## src/rtl/core/lpi_pkg.sv

```systemverilog
// Shared types and constants for the link pairing indicator controller.
package lpi_pkg;

  localparam int unsigned BlinkWidth = 4;
  localparam int unsigned PairWidth  = 12;
  localparam int unsigned CfgWidth   = 12;

  localparam logic [BlinkWidth-1:0] BlinkPeriodReset    = 4'd5;
  localparam logic [PairWidth-1:0]  PairingTimeoutReset = 12'd1200;

  typedef enum logic [1:0] {
    MODE_OFF          = 2'd0,
    MODE_PAIRING      = 2'd1,
    MODE_CONNECTED    = 2'd2,
    MODE_RECONNECTING = 2'd3
  } mode_t;

  typedef enum logic [2:0] {
    CMD_TICK      = 3'd0,
    CMD_PAIR      = 3'd1,
    CMD_POWER_OFF = 3'd2,
    CMD_TOGGLE    = 3'd3,
    CMD_LINK      = 3'd4,
    CMD_SHUTDOWN  = 3'd5
  } cmd_code_t;

  typedef enum logic {
    CFG_BLINK_PERIOD    = 1'b0,
    CFG_PAIRING_TIMEOUT = 1'b1
  } cfg_index_t;

  typedef struct packed {
    logic [2:0] command;
    logic       connected;
  } cmd_t;

  typedef struct packed {
    logic [1:0] link_state;
    logic       icon_on;
    logic       radio_power;
  } status_t;

  typedef struct packed {
    mode_t                 mode;
    logic                  icon;
    logic                  pair_pending;
    logic                  off_pending;
    logic                  link_latched;
    logic                  radio_en;
    logic [BlinkWidth-1:0] blink_count;
    logic [PairWidth-1:0]  pair_count;
  } lpi_state_t;

  localparam lpi_state_t StateReset = '{
    mode:         MODE_OFF,
    icon:         1'b0,
    pair_pending: 1'b0,
    off_pending:  1'b0,
    link_latched: 1'b0,
    radio_en:     1'b0,
    blink_count:  '0,
    pair_count:   '0
  };

endpackage

```

## src/rtl/core/lpi_step.sv

```systemverilog
// Next-state logic of the link pairing indicator for one request.
module lpi_step (
  input  lpi_pkg::lpi_state_t               cur,
  input  lpi_pkg::cmd_t                     cmd,
  input  logic [lpi_pkg::BlinkWidth-1:0]    blink_period,
  input  logic [lpi_pkg::PairWidth-1:0]     pairing_timeout,
  output lpi_pkg::lpi_state_t               nxt
);

  lpi_pkg::lpi_state_t s;
  logic [lpi_pkg::BlinkWidth:0] blink_inc;
  logic [lpi_pkg::PairWidth:0]  pair_inc;
  logic [lpi_pkg::PairWidth-1:0] pair_sat;

  always_comb begin
    s         = cur;
    blink_inc = '0;
    pair_inc  = '0;
    pair_sat  = '0;
    unique case (lpi_pkg::cmd_code_t'(cmd.command))
      lpi_pkg::CMD_TICK: begin
        if (s.off_pending) begin
          s.mode         = lpi_pkg::MODE_OFF;
          s.icon         = 1'b0;
          s.blink_count  = '0;
          s.pair_count   = '0;
          s.off_pending  = 1'b0;
          s.pair_pending = 1'b0;
          s.link_latched = 1'b0;
        end
        if (s.pair_pending) begin
          s.mode         = lpi_pkg::MODE_PAIRING;
          s.pair_count   = '0;
          s.blink_count  = '0;
          s.icon         = 1'b1;
          s.pair_pending = 1'b0;
          s.radio_en     = 1'b1;
        end
        // Mode transitions on the latched link level.
        if (s.mode == lpi_pkg::MODE_PAIRING || s.mode == lpi_pkg::MODE_RECONNECTING) begin
          s.radio_en = 1'b1;
          if (s.link_latched) begin
            s.mode        = lpi_pkg::MODE_CONNECTED;
            s.icon        = 1'b1;
            s.blink_count = '0;
          end
        end else if (s.mode == lpi_pkg::MODE_CONNECTED) begin
          if (!s.link_latched) begin
            s.mode        = lpi_pkg::MODE_RECONNECTING;
            s.blink_count = '0;
          end
        end else begin
          s.radio_en = 1'b0;
        end
        // Icon blink.
        if (s.mode == lpi_pkg::MODE_PAIRING || s.mode == lpi_pkg::MODE_RECONNECTING) begin
          blink_inc = {1'b0, s.blink_count} + 1'b1;
          if (blink_inc >= {1'b0, blink_period}) begin
            s.blink_count = '0;
            s.icon        = ~s.icon;
          end else begin
            s.blink_count = blink_inc[lpi_pkg::BlinkWidth-1:0];
          end
        end else if (s.mode == lpi_pkg::MODE_CONNECTED) begin
          s.icon = 1'b1;
        end else begin
          s.icon = 1'b0;
        end
        // Pairing timeout; the count saturates at its full scale.
        if (s.mode == lpi_pkg::MODE_PAIRING) begin
          pair_inc = {1'b0, s.pair_count} + 1'b1;
          pair_sat = pair_inc[lpi_pkg::PairWidth] ? '1 : pair_inc[lpi_pkg::PairWidth-1:0];
          s.pair_count = pair_sat;
          if (pair_sat >= pairing_timeout) begin
            s.mode         = lpi_pkg::MODE_OFF;
            s.icon         = 1'b0;
            s.link_latched = 1'b0;
          end
        end
      end
      lpi_pkg::CMD_PAIR: begin
        s.pair_pending = 1'b1;
        s.radio_en     = 1'b1;
      end
      lpi_pkg::CMD_POWER_OFF: begin
        s.off_pending = 1'b1;
        s.radio_en    = 1'b0;
      end
      lpi_pkg::CMD_TOGGLE: begin
        if (s.mode == lpi_pkg::MODE_OFF && !s.radio_en) begin
          s.pair_pending = 1'b1;
          s.radio_en     = 1'b1;
        end else if (s.mode != lpi_pkg::MODE_CONNECTED) begin
          s.off_pending = 1'b1;
          s.radio_en    = 1'b0;
        end
      end
      lpi_pkg::CMD_LINK: begin
        s.link_latched = cmd.connected;
      end
      lpi_pkg::CMD_SHUTDOWN: begin
        s.mode     = lpi_pkg::MODE_OFF;
        s.icon     = 1'b0;
        s.radio_en = 1'b0;
      end
      default: begin
      end
    endcase
    nxt = s;
  end

endmodule

```

## src/rtl/core/link_pairing_indicator_fsm_unit.sv

```systemverilog
// Top level of the link pairing indicator controller.
//
// Requests arrive on the cmd channel (cmd_valid, cmd_stall, cmd), each
// carrying one event: a tick, a pair, power-off or toggle request, a link
// level update or a shutdown. Every request produces exactly one status
// item on the status channel (status_valid, status_stall, status) holding
// the link mode, the icon level and the radio power enable after the event.
// A request is accepted on a clock edge where cmd_valid is high and
// cmd_stall is low; the status appears in the next cycle from the output
// register, so one request can be taken in every cycle while the receiver
// does not stall, as the controller state is updated for every request.
// When the receiver stalls, the held status stays put and cmd_stall rises
// in the same cycle, so no request is taken until the status is drained;
// a status that is taken frees room for the next request in that cycle.
// The user must write the registers (blink period, pairing timeout) via cfg
// only while the block is idle; the block does not enforce it. Synchronous
// reset returns the mode to off, clears the pending requests, counters and
// latched link level, restores the defaults and empties the output register.
module link_pairing_indicator_fsm_unit (
  input  logic                          clk,
  input  logic                          rst,
  input  logic                          cmd_valid,
  output logic                          cmd_stall,
  input  lpi_pkg::cmd_t                 cmd,
  output logic                          status_valid,
  input  logic                          status_stall,
  output lpi_pkg::status_t              status,
  input  logic                          cfg_write_enable,
  input  logic                          cfg_index,
  input  logic [lpi_pkg::CfgWidth-1:0]  cfg_data
);

  lpi_pkg::lpi_state_t              state;
  lpi_pkg::lpi_state_t              state_next;
  logic [lpi_pkg::BlinkWidth-1:0]   blink_period;
  logic [lpi_pkg::PairWidth-1:0]    pairing_timeout;
  logic                             accept;

  // The output register may be refilled when empty or while being drained.
  assign cmd_stall = status_valid & status_stall;
  assign accept    = cmd_valid & ~cmd_stall;

  // Configuration registers.
  always_ff @(posedge clk) begin
    if (rst) begin
      blink_period    <= lpi_pkg::BlinkPeriodReset;
      pairing_timeout <= lpi_pkg::PairingTimeoutReset;
    end else if (cfg_write_enable) begin
      unique case (lpi_pkg::cfg_index_t'(cfg_index))
        lpi_pkg::CFG_BLINK_PERIOD:    blink_period    <= cfg_data[lpi_pkg::BlinkWidth-1:0];
        lpi_pkg::CFG_PAIRING_TIMEOUT: pairing_timeout <= cfg_data[lpi_pkg::PairWidth-1:0];
        default: begin
        end
      endcase
    end
  end

  lpi_step u_step (
    .cur             (state),
    .cmd             (cmd),
    .blink_period    (blink_period),
    .pairing_timeout (pairing_timeout),
    .nxt             (state_next)
  );

  // Controller state advances once for each accepted request.
  always_ff @(posedge clk) begin
    if (rst) begin
      state <= lpi_pkg::StateReset;
    end else if (accept) begin
      state <= state_next;
    end
  end

  // Output register: valid is control, the payload needs no reset.
  always_ff @(posedge clk) begin
    if (rst) begin
      status_valid <= 1'b0;
    end else if (accept) begin
      status_valid <= 1'b1;
    end else if (!status_stall) begin
      status_valid <= 1'b0;
    end
  end

  always_ff @(posedge clk) begin
    if (accept) begin
      status.link_state  <= state_next.mode;
      status.icon_on     <= state_next.icon;
      status.radio_power <= state_next.radio_en;
    end
  end

endmodule

```

## config.mk

```make
export PLATFORM = sky130hd
export DESIGN_NAME = link_pairing_indicator_fsm_unit
export DESIGN_NICKNAME = d
export VERILOG_FILES = /design/src/rtl/core/lpi_pkg.sv /design/src/rtl/core/lpi_step.sv /design/src/rtl/core/link_pairing_indicator_fsm_unit.sv
export SDC_FILE = /design/constraint.sdc
export NUM_CORES = 1
export LEC_CHECK = 0
export ABC_AREA = 1
export BUFFER_PORTS_ARGS = -buffer_cell sky130_fd_sc_hd__buf_2
export CAP_MARGIN = 10
export CORE_MARGIN = 1
export CORE_UTILIZATION = 55
export CTS_CLUSTER_DIAMETER = 150
export DETAILED_ROUTE_END_ITERATION = 8
export GPL_ROUTABILITY_DRIVEN = 0
export PLACE_DENSITY = 0.78
export RECOVER_POWER = 100
export SYNTH_ARGS = -nofsm -noshare
export SYNTH_HDL_FRONTEND = slang
export SYNTH_HIERARCHICAL = 1
export SYNTH_SLANG_ARGS = --single-unit
```

## constraint.sdc

```tcl
create_clock -name clk -period 3 [get_ports clk]
set_input_delay 0.15 -clock clk [delete_from_list [all_inputs] [get_ports clk]]
set_output_delay 0.15 -clock clk [all_outputs]
set_load 0.05 [all_outputs]
```

======== After elaboration in Yosys (flattened, before gate mapping) ========
Cells that the tools add are included.
W data, S select, Z words.
word-level totals
  logic and storage cells ................. 98
  flip-flop bits (word level) ............. 44
cells by class
  reductions and logical operators ........ 16
  order comparisons ....................... 2
  add/sub/neg operators ................... 2
  mux-type cells .......................... 43
  equality and inequality tests ........... 16
  bitwise logic cells ..................... 5
operators by type and width
  kind                     number
  $mux W17                 2
  $mux W4                  7
  $mux W12                 2
  $mux W16                 1
  $mux W1                  15
  $add A12 B1 Y13 const B  1
  $ge A12 B12 Y1           1
  $mux W6                  2
  $mux W5                  2
  $mux W3                  3
  $eq A2 B2 Y1 const B     4
  $mux W2                  4
  $reduce_and A2 Y1        4
  $eq A3 B2 Y1 const B     2
  $eq A3 B3 Y1 const B     2
  $ne A2 B1 Y1 const B     3
  $pmux W1 S3              2
  $pmux W3 S2              1
  $reduce_bool A3 Y1       2
  $add A4 B1 Y5 const B    1
  $ge A5 B4 Y1             1
  $eq A2 B1 Y1 const B     2
  $ne A2 B2 Y1 const B     2
  $pmux W1 S4              1
  13 further kinds         17

======== Logic depth before layout (Yosys ltp) ========
  depth after elaboration ................. 15
  mapped depth ............................ 27

======== By module ========
The synthesis kept the hierarchy.
by module, submodules not included
  module                           area each (µm²)  times used  sequential area each (µm²)  cells an instance
  link_pairing_indicator_fsm_unit  1,890.6          1           920.9                       236
  lpi_step                         1,609.0          1           0.0                         323

======== Worst setup path before layout ========
OpenSTA, ideal clock, no wires.
  kind .................................... register to register
  from .................................... register state[18] (netlist bit)
  to ...................................... register state[21] (netlist bit)
  required time ........................... 2.887 ns
  slack ................................... 0.157 ns
  library setup time ...................... 0.113 ns
  cell stages (with the launch flop) ...... 25
  arrival time ............................ 2.730 ns
  cells stage by stage .................... dfxtp_1 inv_2 buf_4 nand2_1 nor2_1 ha_1 nand3_1 nor2_4 nand3_1 xor2_1 nor2_1 inv_1 ha_1 nand2_1 nor2_1 and2_1 nand2_1 nand4_1 nand2_1 nand3_1 o21ai_0 inv_1 nand3_1 nand2_1 nor2_1
RTL lines
  what                    line                                   source
  from (decl)             link_pairing_indicator_fsm_unit.sv:33  lpi_pkg::lpi_state_t state;
  from (signal assigned)  link_pairing_indicator_fsm_unit.sv:69  state <= lpi_pkg::StateReset;
  from (signal assigned)  link_pairing_indicator_fsm_unit.sv:71  state <= state_next;

==> impl_metrics.toml <==
[cells_and_area]
mostFrequentLayoutCells = "nand2_1, inv_1, nor2_1"
stdcell_area_um2 = 4364
postLayoutCoreUtil = 0.7243
antenna_cells = 0
areaGrowthSynthToFinish_pct = 24.71
layout-drive-gt1-share = 0.2831
layout_commonest_cell = "nand2_1"
nNetsFinal = 650

[clocking]
cts_buffers = 5
clk_latency_ps = 310
clock_sinks = 44
cts_max_level = 2
root_buffer = "clkbuf_8"
cts_buffer_depth = 2
cts_tree = "done"
clk_pin_slew_ps = 90

[floorplanning]
die_w_um = 81.77
die_area_um2 = 6686
coreArea_um2 = 6026
initial_utilization = 0.5808
io_pins = 28
num_rows = 28
die_h_um = 81.77

[place]
place_ws_ps = -147.5
placed_cell_area_um2 = 3706
dp_hpwl_mm = 5.794
numPortBuffers = 27

[min_path]
hold_path_class = "in -> reg"

[power_and_ir_drop]
p_leak_nw = 2.097
worst_ir_drop_vdd_mv = 0.3369
cellPowerDensity_nw_per_um2 = 407.8

[setup_path]
critPathLaunchType = "flop"
path_buf_inv = 4
cp_max_fo = 14
cp_cell_sequence = "buf_4 > nor2_2 > buf_12 > nand3_2 > nor2_4 > buf_4 > xor2_1 > nand2_2 > ha_1 > a21oi_1 > nand2_1 > nand2_1 > nand4_1 > nand2_1 > nand3_1 > o21ai_2 > inv_1 > nand3_1 > nand2_1 > nor2_1"
cp.arrival_ps = 3370
criticalPathCategory = "reg -> reg"
ff2ff_setup_slack_ps = -120
crit_slowest_cell = "dfxtp_4"
critical-path-top-delay-family = "simple AND/OR/NAND/NOR gates"
worstPathRequired_ps = 3250
max_stage_delay_ps = 360
critPathCaptureType = "flop"
crit_top_cell = "nand2_1"

[sta]
fin_skew_ps = 6.178
setup_tns_ps = -321.6
rsz0062_at_grt = "yes"
max_slew_margin = 0.5485
fmax_ghz = 0.3203
finalSetupViolCount = 3
whs_ps = 41.63
slew_viol_final = 0
min_period_over_period = 1.041
finalWorstSetupSlack_ps = -122.3
period_minus_slack_ps = 3122
worst_pin_slew_ps = 676.2
hold_viol = 0

[detailed_routing]
routed-via-count = 3938
antenna_left = 0
wl_per_cell_um = 14.26
first_iter_violations = 406
wirelength_mm = 9.782
dr.pass1.iters = 6
drcViolationCount = 0
viasPerCell = 5.741

[synthesis]
yosysWarnings = 6
yosysSeqAreaShare = 0.2631
netlist_instances = 559
yosysUniqueCellTypes = 37
synth.avg_cell_area_um2 = 6.260
syn_area_um2 = 3500
ys_ff_latch = 44
syn_nets = 599

[global_routing]
antenna_found_initial = 0
grt_first_pass_wirelength_mm = 14.03
track_usage = 0.2673
overflow = 0
grt_pass1_vias = 3290
grt_max_degree = 48

[flow_run]
cap_violations = 0

[run_status]
status = "finished with violations"
failed_checks = "negative setup slack"
-- state kept, by name (all words and copies together), names as in the netlist --
register / flops
blink_period: 4
pairing_timeout: 12
state: 23
status: 4
status_valid: 1
-- metrics by stage --
| step | power (mW) | std cells |
|---|---|---|
| floorplan | 1.051 | 559 |
| global placement | 1.150 | 658 |
| detailed placement | 1.163 | 658 |
| CTS | 1.674 | 674 |
| global route | 1.876 | 686 |
| finish | 1.780 | 686 |
-- synth_stat cells (all sizes together) --
cell type / n / area (um^2)
a21o: 1 / 7.510
a21oi: 47 / 306.5
a31oi: 3 / 18.77
a32oi: 1 / 8.760
and2: 1 / 6.260
buf: 20 / 173.9
clkbuf: 3 / 11.26
clkinv: 1 / 3.750
dfxtp: 40 / 800.8
edfxtp: 4 / 120.1
ha: 18 / 225.2
inv: 80 / 300.3
nand2: 142 / 540.5
nand3: 61 / 305.3
nand3b: 2 / 15.01
nand4: 9 / 62.56
nor2: 85 / 336.6
nor3: 3 / 26.28
o2111ai: 1 / 8.760
o211ai: 2 / 15.01
o21a: 1 / 7.510
o21ai: 25 / 125.1
o21bai: 2 / 15.01
o221ai: 1 / 8.760
o22ai: 1 / 6.260
xor2: 5 / 43.79
-- cell type report --
class | instances | area (um^2)
multi-input cells | 411 | 2451
fillers | 471 | 1662
flip-flops and latches | 44 | 930.9
repair buffers | 67 | 455.4
inverters | 81 | 311.5
well taps | 75 | 93.84
clock buffers | 6 | 82.58
clock inverters | 2 | 38.79
-- timing repair --
item / 4_1_cts / 5_1_grt
setup endpoints to repair: 7 / 8
gates resized for setup: 16 / 82
endpoints found under the hold margin: 0 / 1
buffers inserted: 8 / 11
hold buffers: 0 / 1
pin swaps: 6 / 44
-- where the power goes --
part / leakage, nW / switching, mW / internal, mW / total [mW]
Clock: 0.0614 / 0.225 / 0.273 / 0.498
Sequential: 0.373 / 0.0411 / 0.638 / 0.679
Combinational: 1.66 / 0.373 / 0.230 / 0.603
-- tightest hold or removal path, delay by kind of cell --
family / cells / cell delay (ps)
buffers and inverters: 1 / 80
AND/OR/NAND/NOR: 2 / 90
-- logic make-up after synthesis --
kind of cell,share of synthesized area
compound gates,0.1509
xor+xnor,0.01251
fa+ha+maj,0.06436
buf+inv,0.1398
flops,0.2631
simple gates,0.3693
-- path summary, 6_finish.rpt --
path                           startpoint  cells after the start                               to
min                           cfg_data[5]                      3  pairing_timeout[5]$_SDFFE_PP1P_
max reg2reg        state[19]$_SDFFE_PP0P_                     20           state[21]$_SDFFE_PP0P_
min reg2reg  blink_period[2]$_SDFFE_PP1P_                      2     blink_period[2]$_SDFFE_PP1P_
max                state[19]$_SDFFE_PP0P_                     20           state[21]$_SDFFE_PP0P_
-- routing by layer --
metal | wire, um | vias up | global-route usage | share of wire
met2 | 4834 | 205 | 0.4777 | 0.49
met1 | 3897 | 1769 | 0.3205 | 0.40
met5 | 0 | - | 0 | 0
met4 | 374 | 0 | 0.08070 | 0.038
li1 | - | 1898 | - | -
met3 | 676 | 66 | 0.05111 | 0.069
Note: power is estimated with default switching activity, not from simulation.
